File: config.mk
export PLATFORM = sky130hd
export DESIGN_NAME = cosigner_quorum_tracker
export DESIGN_NICKNAME = d
export VERILOG_FILES = /design/src/cqt_pkg.sv /design/src/cqt_fp_store.sv /design/src/cosigner_quorum_tracker.sv
export SDC_FILE = /design/constraint.sdc
export NUM_CORES = 1
export LEC_CHECK = 0
export BUFFER_PORTS_ARGS = -buffer_cell sky130_fd_sc_hd__buf_2
export CAP_MARGIN = 20
export CORE_ASPECT_RATIO = 0.6
export CORE_MARGIN = 10
export CORE_UTILIZATION = 45
export DETAILED_ROUTE_END_ITERATION = 12
export PLACE_DENSITY = 0.65
export SYNTH_ARGS = -nofsm -noshare
export SYNTH_HDL_FRONTEND = slang
export SYNTH_SLANG_ARGS = --single-unit
File: constraint.sdc
create_clock -name clk_i -period 7.9 [get_ports clk_i]
set_input_delay 0.79 -clock clk_i [delete_from_list [all_inputs] [get_ports clk_i]]
set_output_delay 0.79 -clock clk_i [all_outputs]
set_load 0.005 [all_outputs]
File: src/cqt_pkg.sv
// Shared types and constants of the cosigner quorum tracker.
// No dependencies; imported by cqt_fp_store, cosigner_quorum_tracker and the testbench.
package cqt_pkg;

  localparam int unsigned FP_W    = 32;
  localparam int unsigned SLOT_W  = 4;
  localparam int unsigned CFG_W   = 8;
  localparam int unsigned CNT_OUT_W = 5;
  localparam logic [7:0]  NO_SLOT = 8'hFF;
  localparam logic [CNT_OUT_W-1:0] CNT_SAT = 5'd31;

  // Configuration register indexes
  localparam logic [1:0] CFG_THRESHOLD = 2'd0;
  localparam logic [1:0] CFG_COUNT     = 2'd1;
  localparam logic [1:0] CFG_OWN_SLOT  = 2'd2;

  typedef enum logic [2:0] {
    ACT_LOAD     = 3'd0,
    ACT_LOOKUP   = 3'd1,
    ACT_RECORD   = 3'd2,
    ACT_CLEAR    = 3'd3,
    ACT_VALIDATE = 3'd4
  } action_e;

  typedef enum logic [2:0] {
    ST_IDLE,
    ST_SEARCH,
    ST_VREF,
    ST_VLOAD,
    ST_VCMP,
    ST_COUNT,
    ST_FINISH
  } state_e;

  // Strobes from the sequencer to the fingerprint store
  typedef struct packed {
    logic wr_en;
    logic rd_en;
  } store_ctl_t;

endpackage

File: src/cqt_fp_store.sv
// Fingerprint store: one write port, one registered read port.
// Per-entry valid bits make unwritten entries read as zero. Uses cqt_pkg.
module cqt_fp_store import cqt_pkg::*; #(
  parameter int unsigned DEPTH = 16,
  parameter int unsigned IDX_W = 4
) (
  input  logic             clk_i,
  input  logic             rst_ni,
  input  store_ctl_t       ctl_i,
  input  logic [IDX_W-1:0] waddr_i,
  input  logic [FP_W-1:0]  wdata_i,
  input  logic [IDX_W-1:0] raddr_i,
  output logic [FP_W-1:0]  rdata_o
);

  logic [FP_W-1:0]  mem_q [DEPTH];
  logic [DEPTH-1:0] vld_q;
  logic [FP_W-1:0]  rd_q;
  logic             rd_vld_q;

  always_ff @(posedge clk_i or negedge rst_ni) begin
    if (!rst_ni) begin
      vld_q <= '0;
    end else if (ctl_i.wr_en) begin
      vld_q[waddr_i] <= 1'b1;
    end
  end

  always_ff @(posedge clk_i) begin
    if (ctl_i.wr_en) begin
      mem_q[waddr_i] <= wdata_i;
    end
    if (ctl_i.rd_en) begin
      rd_q     <= mem_q[raddr_i];
      rd_vld_q <= vld_q[raddr_i];
    end
  end

  // Never-written entries read as zero
  assign rdata_o = rd_vld_q ? rd_q : '0;

endmodule

File: src/cosigner_quorum_tracker.sv
// Cosigner quorum tracker: M-of-N fingerprint table with signature marks.
// n = min(cosigner_count, MAX_COSIGNERS) slots are in use. Every beat ends by counting the
// marks of the n slots; lookup and record first search the n slots, and a validate that passes
// the range checks first compares the n entries pairwise. Each walk goes through the single
// store read port and one 32-bit comparator. One beat in flight at a time.
// Reset clears the table and marks at once (valid bits). Uses cqt_pkg and cqt_fp_store.
module cosigner_quorum_tracker import cqt_pkg::*; #(
  parameter int unsigned MAX_COSIGNERS = 16
) (
  input  logic                 clk_i,
  input  logic                 rst_ni,
  // configuration write port
  input  logic                 cfg_we_i,
  input  logic [1:0]           cfg_idx_i,
  input  logic [CFG_W-1:0]     cfg_wdata_i,
  // input channel
  input  logic                 in_valid_i,
  output logic                 in_stall_o,
  input  logic [2:0]           action_i,
  input  logic [SLOT_W-1:0]    slot_i,
  input  logic [FP_W-1:0]      fingerprint_i,
  // result channel
  output logic                 out_valid_o,
  input  logic                 out_stall_i,
  output logic [SLOT_W-1:0]    found_slot_o,
  output logic                 known_o,
  output logic [CNT_OUT_W-1:0] signed_count_o,
  output logic                 quorum_met_o,
  output logic                 config_valid_o
);

  localparam int unsigned IDX_W = (MAX_COSIGNERS > 1) ? $clog2(MAX_COSIGNERS) : 1;
  localparam int unsigned CNT_W = $clog2(MAX_COSIGNERS + 1);

  // Configuration registers
  logic [CFG_W-1:0] thr_q, cc_q, own_q;

  // Sequencer control state
  state_e                   state_q, state_d;
  logic [MAX_COSIGNERS-1:0] mark_q, mark_d;
  logic                     out_valid_q, out_valid_d;

  // Working registers of the current beat
  action_e              act_q, act_d;
  logic [FP_W-1:0]      fp_q, fp_d;
  logic [FP_W-1:0]      ref_q, ref_d;
  logic [CNT_W-1:0]     idx_q, idx_d;      // walk address counter
  logic [CNT_W-1:0]     ri_q, ri_d;        // outer index of the pairwise check
  logic                 rv_q, rv_d;        // store read data is live this cycle
  logic [IDX_W-1:0]     ridx_q, ridx_d;    // slot the live read data came from
  logic [IDX_W-1:0]     found_q, found_d;
  logic                 known_q, known_d;
  logic                 valid_q, valid_d;
  logic                 dup_q, dup_d;
  logic [CNT_OUT_W-1:0] cnt_q, cnt_d;

  // Output register
  logic [SLOT_W-1:0]    o_found_q, o_found_d;
  logic                 o_known_q, o_known_d;
  logic [CNT_OUT_W-1:0] o_cnt_q, o_cnt_d;
  logic                 o_quorum_q, o_quorum_d;
  logic                 o_valid_q, o_valid_d;

  // Store interface
  store_ctl_t       st_ctl;
  logic [IDX_W-1:0] rd_addr;
  logic [FP_W-1:0]  rdata;

  logic [CNT_W-1:0] n_use;
  logic             accept;
  logic             scalar_ok;
  logic             hit;
  logic             walk_more;
  logic             walk_done;

  cqt_fp_store #(
    .DEPTH (MAX_COSIGNERS),
    .IDX_W (IDX_W)
  ) u_store (
    .clk_i   (clk_i),
    .rst_ni  (rst_ni),
    .ctl_i   (st_ctl),
    .waddr_i (IDX_W'(slot_i)),
    .wdata_i (fingerprint_i),
    .raddr_i (rd_addr),
    .rdata_o (rdata)
  );

  // Slots in use: the count, capped at the table depth
  assign n_use = (cc_q >= MAX_COSIGNERS) ? CNT_W'(MAX_COSIGNERS) : CNT_W'(cc_q);

  assign in_stall_o = (state_q != ST_IDLE);
  assign accept     = in_valid_i && (state_q == ST_IDLE);

  // Range checks of validation; the pairwise walk runs only if these pass
  assign scalar_ok = (thr_q != '0) && (thr_q <= cc_q) &&
                     (cc_q != '0) && (cc_q <= MAX_COSIGNERS) &&
                     ((own_q == NO_SLOT) || (own_q < cc_q));

  // The one shared comparator: fingerprint for search, held entry for validation
  assign hit       = (rdata == ((state_q == ST_VCMP) ? ref_q : fp_q));
  assign walk_more = (idx_q < n_use);
  assign walk_done = !rv_q && !walk_more;

  always_comb begin
    state_d     = state_q;
    mark_d      = mark_q;
    out_valid_d = out_valid_q;
    act_d       = act_q;
    fp_d        = fp_q;
    ref_d       = ref_q;
    idx_d       = idx_q;
    ri_d        = ri_q;
    rv_d        = rv_q;
    ridx_d      = ridx_q;
    found_d     = found_q;
    known_d     = known_q;
    valid_d     = valid_q;
    dup_d       = dup_q;
    cnt_d       = cnt_q;
    o_found_d   = o_found_q;
    o_known_d   = o_known_q;
    o_cnt_d     = o_cnt_q;
    o_quorum_d  = o_quorum_q;
    o_valid_d   = o_valid_q;
    st_ctl      = '0;
    rd_addr     = idx_q[IDX_W-1:0];

    // Drop the result once the sink takes it
    if (out_valid_q && !out_stall_i) begin
      out_valid_d = 1'b0;
    end

    case (state_q)
      ST_IDLE: begin
        if (accept) begin
          act_d   = action_e'(action_i);
          fp_d    = fingerprint_i;
          idx_d   = '0;
          ri_d    = '0;
          rv_d    = 1'b0;
          found_d = '0;
          known_d = 1'b0;
          valid_d = 1'b0;
          dup_d   = 1'b0;
          cnt_d   = '0;
          case (action_e'(action_i))
            ACT_LOAD: begin
              // Slots beyond the table are ignored
              if (slot_i < MAX_COSIGNERS) begin
                st_ctl.wr_en = 1'b1;
              end
              state_d = ST_COUNT;
            end
            ACT_LOOKUP, ACT_RECORD: begin
              state_d = ST_SEARCH;
            end
            ACT_CLEAR: begin
              mark_d  = '0;
              state_d = ST_COUNT;
            end
            ACT_VALIDATE: begin
              if (scalar_ok) begin
                valid_d = 1'b1;
                state_d = ST_VREF;
              end else begin
                state_d = ST_COUNT;
              end
            end
            default: begin
              state_d = ST_COUNT;
            end
          endcase
        end
      end

      // Walk the slots in use, with each read issued the cycle before its compare
      ST_SEARCH, ST_VCMP: begin
        if (walk_more) begin
          st_ctl.rd_en = 1'b1;
          idx_d        = idx_q + 1'b1;
          rv_d         = 1'b1;
          ridx_d       = idx_q[IDX_W-1:0];
        end else begin
          rv_d = 1'b0;
        end
        if (rv_q && hit) begin
          if (state_q == ST_SEARCH) begin
            // Keep the lowest matching slot
            if (!known_q) begin
              known_d = 1'b1;
              found_d = ridx_q;
            end
          end else begin
            dup_d = 1'b1;
          end
        end
        if (walk_done) begin
          if (state_q == ST_SEARCH) begin
            if ((act_q == ACT_RECORD) && known_q) begin
              mark_d[found_q] = 1'b1;
            end
            idx_d   = '0;
            state_d = ST_COUNT;
          end else if (dup_q) begin
            valid_d = 1'b0;
            idx_d   = '0;
            state_d = ST_COUNT;
          end else begin
            ri_d    = ri_q + 1'b1;
            state_d = ST_VREF;
          end
        end
      end

      // Fetch the entry every later slot is compared against, or end the pairwise check after the last
      ST_VREF: begin
        if (({1'b0, ri_q} + 1'b1) >= {1'b0, n_use}) begin
          idx_d   = '0;
          state_d = ST_COUNT;
        end else begin
          st_ctl.rd_en = 1'b1;
          rd_addr      = ri_q[IDX_W-1:0];
          state_d      = ST_VLOAD;
        end
      end

      ST_VLOAD: begin
        ref_d   = rdata;
        idx_d   = ri_q + 1'b1;
        rv_d    = 1'b0;
        dup_d   = 1'b0;
        state_d = ST_VCMP;
      end

      // Count marks below the slots in use, one slot a cycle
      ST_COUNT: begin
        if (walk_more) begin
          idx_d = idx_q + 1'b1;
          if (mark_q[idx_q[IDX_W-1:0]] && (cnt_q != CNT_SAT)) begin
            cnt_d = cnt_q + 1'b1;
          end
        end else begin
          state_d = ST_FINISH;
        end
      end

      // Hold until the output register is free
      ST_FINISH: begin
        if (!out_valid_q || !out_stall_i) begin
          o_found_d   = SLOT_W'(found_q);
          o_known_d   = known_q;
          o_cnt_d     = cnt_q;
          o_quorum_d  = ({3'b000, cnt_q} >= thr_q);
          o_valid_d   = valid_q;
          out_valid_d = 1'b1;
          state_d     = ST_IDLE;
        end
      end

      default: begin
        state_d = ST_IDLE;
      end
    endcase
  end

  always_ff @(posedge clk_i or negedge rst_ni) begin
    if (!rst_ni) begin
      state_q     <= ST_IDLE;
      mark_q      <= '0;
      out_valid_q <= 1'b0;
      thr_q       <= 8'd1;
      cc_q        <= 8'd1;
      own_q       <= NO_SLOT;
    end else begin
      state_q     <= state_d;
      mark_q      <= mark_d;
      out_valid_q <= out_valid_d;
      if (cfg_we_i) begin
        case (cfg_idx_i)
          CFG_THRESHOLD: thr_q <= cfg_wdata_i;
          CFG_COUNT:     cc_q  <= cfg_wdata_i;
          CFG_OWN_SLOT:  own_q <= cfg_wdata_i;
          default:       ;
        endcase
      end
    end
  end

  always_ff @(posedge clk_i) begin
    act_q      <= act_d;
    fp_q       <= fp_d;
    ref_q      <= ref_d;
    idx_q      <= idx_d;
    ri_q       <= ri_d;
    rv_q       <= rv_d;
    ridx_q     <= ridx_d;
    found_q    <= found_d;
    known_q    <= known_d;
    valid_q    <= valid_d;
    dup_q      <= dup_d;
    cnt_q      <= cnt_d;
    o_found_q  <= o_found_d;
    o_known_q  <= o_known_d;
    o_cnt_q    <= o_cnt_d;
    o_quorum_q <= o_quorum_d;
    o_valid_q  <= o_valid_d;
  end

  assign out_valid_o    = out_valid_q;
  assign found_slot_o   = o_found_q;
  assign known_o        = o_known_q;
  assign signed_count_o = o_cnt_q;
  assign quorum_met_o   = o_quorum_q;
  assign config_valid_o = o_valid_q;

endmodule

==> flow_summary.toml <==
[run_status]
status = "completed"

[min_path]
min_path_type = "primary input to async pin"

[synthesis]
async_flop_share_pct = 8.44
syn_area_sq_mm = 0.0295
synth_top_flop_cell = "edfxtp_1"
synth_area_per_cell_sq_um = 14.3
ys_seq_area_share_pct = 71.4
synth-edff-count = 651
netlist_instances = 2066
ys_warn_count = 0
yosys_register_bits = 711
ys_types = 63
syn_nets = 2153

[sta]
holdWs_ns = 0.336
worst_slew_pin_slew_ns = 1.18
rsz0062_at_grt = "false"
finClkSkew_ns = 0.0196
hold_viol_final = 0
max_freq_ghz = 0.181
slew_headroom_pct = 21.3
setup_violations = 0
setup_tns_ns = 0
fin_ws_ns = 2.38
period_share_pct = 69.9
layout_min_cycle_time_ns = 5.52
slew_viol_final = 0

[floorplanning]
ios = 68
core_area_sq_mm = 0.0647
die_y_microns = 218
placementRows = 72
initial_utilization_pct = 45.6
die_area_sq_mm = 0.0765
fp.dieW_microns = 351

[global_routing]
antenna_found_initial = 2
grt-ovfl-total = 0
grt_max_degree = 98
gr-usage-all-layers_pct = 19.4
grt_pass1_vias = 17421
grt_pass1_wl_mm = 113

[power_and_ir_drop]
irDropWorstVdd_mv = 0.224
p_leak_nw = 11.5
p_per_area_mw_per_mm2 = 326

[clocking]
clk_pin_slew_ns = 0.06
post-cts-setup-buffers = 0
cts_made_buffers = 66
ctsHoldBuffers = 0
clock_latency_ns = 0.62
cts_root_buf = "clkbuf_16"
cts_resized = 0
cts_tree = "done"
cts_max_path_buffers = 3
clock-sinks = 711
cts_max_level = 3

[placed_design]
place_hpwl_mm = 41.7
dp_slack_ns = 2.51
place_congestion = 0.835
port_buffers = 67

[drt]
final_antenna_net_count = 0
firstDrtPassIters = 9
wire_per_inst_microns = 25.0
vias = 18320
wl_mm = 75.5
drt_iter0_drc = 2532
vias_per_cell = 6.06
drcViolationCount = 0

[final_layout]
fillCellCount = 5358
final_nets = 2205
mostFrequentLayoutCells = "edfxtp_1, a21oi_1, o21ai_0"
final_common_cell = "edfxtp_1"
drive_above_1_share_pct = 13.3
area_growth_pct = 11.7

[setup_path]
critPathMaxStageDelay_ns = 0.78
arrival_ns = 5.89
crit_path_start_kind = "register"
cpMaxStageDelayCell = "nor4_1"
path_class = "register to register"
crit_fanout = 97
worstPathRequired_ns = 8.27
critical-path-top-delay-family = "simple AND/OR/NAND/NOR gates"
crit_chain = "nor4_1 -> and2_1 -> ha_1 -> nand2b_1 -> a21oi_1 -> o211a_1 -> nand3_4 -> buf_4 -> nand2_4 -> buf_12 -> mux2i_1 -> o22ai_1 -> or3_1"
critical_path_buf_inv_count = 2
cp-end-kind = "register"

[job]
maxCapViolCount = 0
-- power breakdown --
part           internal [mW]  switching (mW)  leakage [nW]
registers               4.53           0.255          6.68
clock network           1.69            1.38         0.996
logic                   1.01            1.88          3.80
total                   7.23            3.52          11.5
-- cell type report --
type	instances	area (sq um)	area share (%)
multi-input cells	1183	7920	24.1
repair buffers	109	676	2.05
inverters	47	176	0.536
well taps	851	1060	3.23
clock buffers	84	1760	5.34
flip-flops and latches	711	21100	63.9
diodes	1	2.50	0.00760
clock inverters	35	277	0.839
-- per-stage QoR --
| step | utilization (%) | total power [mW] | cells | cell area (sq um) |
|---|---|---|---|---|
| after floorplan | - | 6.81 | 2066 | 29500 |
| after global placement | 47.7 | 7.63 | 2900 | 30900 |
| after detailed placement | 47.7 | 7.70 | 2900 | 30900 |
| after CTS | 50.9 | 10.8 | 3019 | 32900 |
| after global routing | 50.9 | 11.2 | 3020 | 32900 |
| final | 50.9 | 10.8 | 3021 | 32900 |
-- worst paths after layout --
check / startpoint / endpoint / slack [ns] / cells after the start
max in group asynchronous: rst_ni / u_store.vld_q[10] / 6.99 / 2
max: cc_q[7] / u_store.rd_q[15] / 2.38 / 13
min reg2reg: valid_q / config_valid_o / 0.45 / 0
min in group clk_i: action_i[0] / act_q[0] / 0.41 / 1
min: rst_ni / mark_q[4] / 0.34 / 2
max reg2reg: cc_q[7] / u_store.rd_q[15] / 2.38 / 13
-- layer usage --
layer / vias up / part of all wire (%) / GRT usage [%]
met5: - / 0 / 0
met4: 0 / 1.6 / 4.66
met3: 97 / 10 / 3.77
met2: 1007 / 43 / 28.2
met1: 9150 / 45 / 29.6
li1: 8066 / - / -
-- sequential cells by signal, summed over array words and instances (netlist names), 3 cells and up --
name	count
act_q	3
cc_q	8
cnt_q	5
found_q	4
found_slot_o	4
fp_q	32
idx_q	5
mark_q	16
own_q	8
ref_q	32
ri_q	5
ridx_q	4
signed_count_o	5
state_q	3
thr_q	8
u_store.mem_q	512
u_store.rd_q	32
u_store.vld_q	16
-- synth_stat cells (6+ instances only) --
master	n	area, sq um
nand3_1	149	746
and3_1	11	68.8
ha_1	33	413
nand2_1	76	285
inv_1	47	176
nor2_1	58	218
mux2_2	19	214
o21ai_1	18	90.1
o2111ai_1	6	52.6
nor4_1	7	43.8
nand4_1	7	43.8
a21oi_1	161	806
buf_2	30	150
o21ai_0	160	801
a21o_1	9	67.6
xor2_1	12	105
clkbuf_1	79	297
buf_6	8	90.1
or4_1	35	263
nor3_1	13	65.1
and2_1	26	163
or3_1	35	219
o22ai_1	73	457
dfrtp_1	50	1250
xnor2_1	17	149
o211ai_1	7	52.6
a221oi_1	6	52.6
mux2i_1	143	1430
dfstp_2	10	263
nand3b_1	6	45.0
edfxtp_1	651	19500
nand2b_1	17	106
or2_2	18	113
-- cell families after synthesis --
| group | Yosys count | share of synthesized area (%) |
|---|---|---|
| compound gates | 475 | 9.13 |
| mux | 167 | 5.96 |
| xor+xnor | 29 | 0.861 |
| buf+inv | 172 | 2.58 |
| flops | 711 | 71.4 |
| simple gates | 479 | 8.67 |
| fa+ha+maj | 33 | 1.40 |
Power figures use the tool's default switching activity.
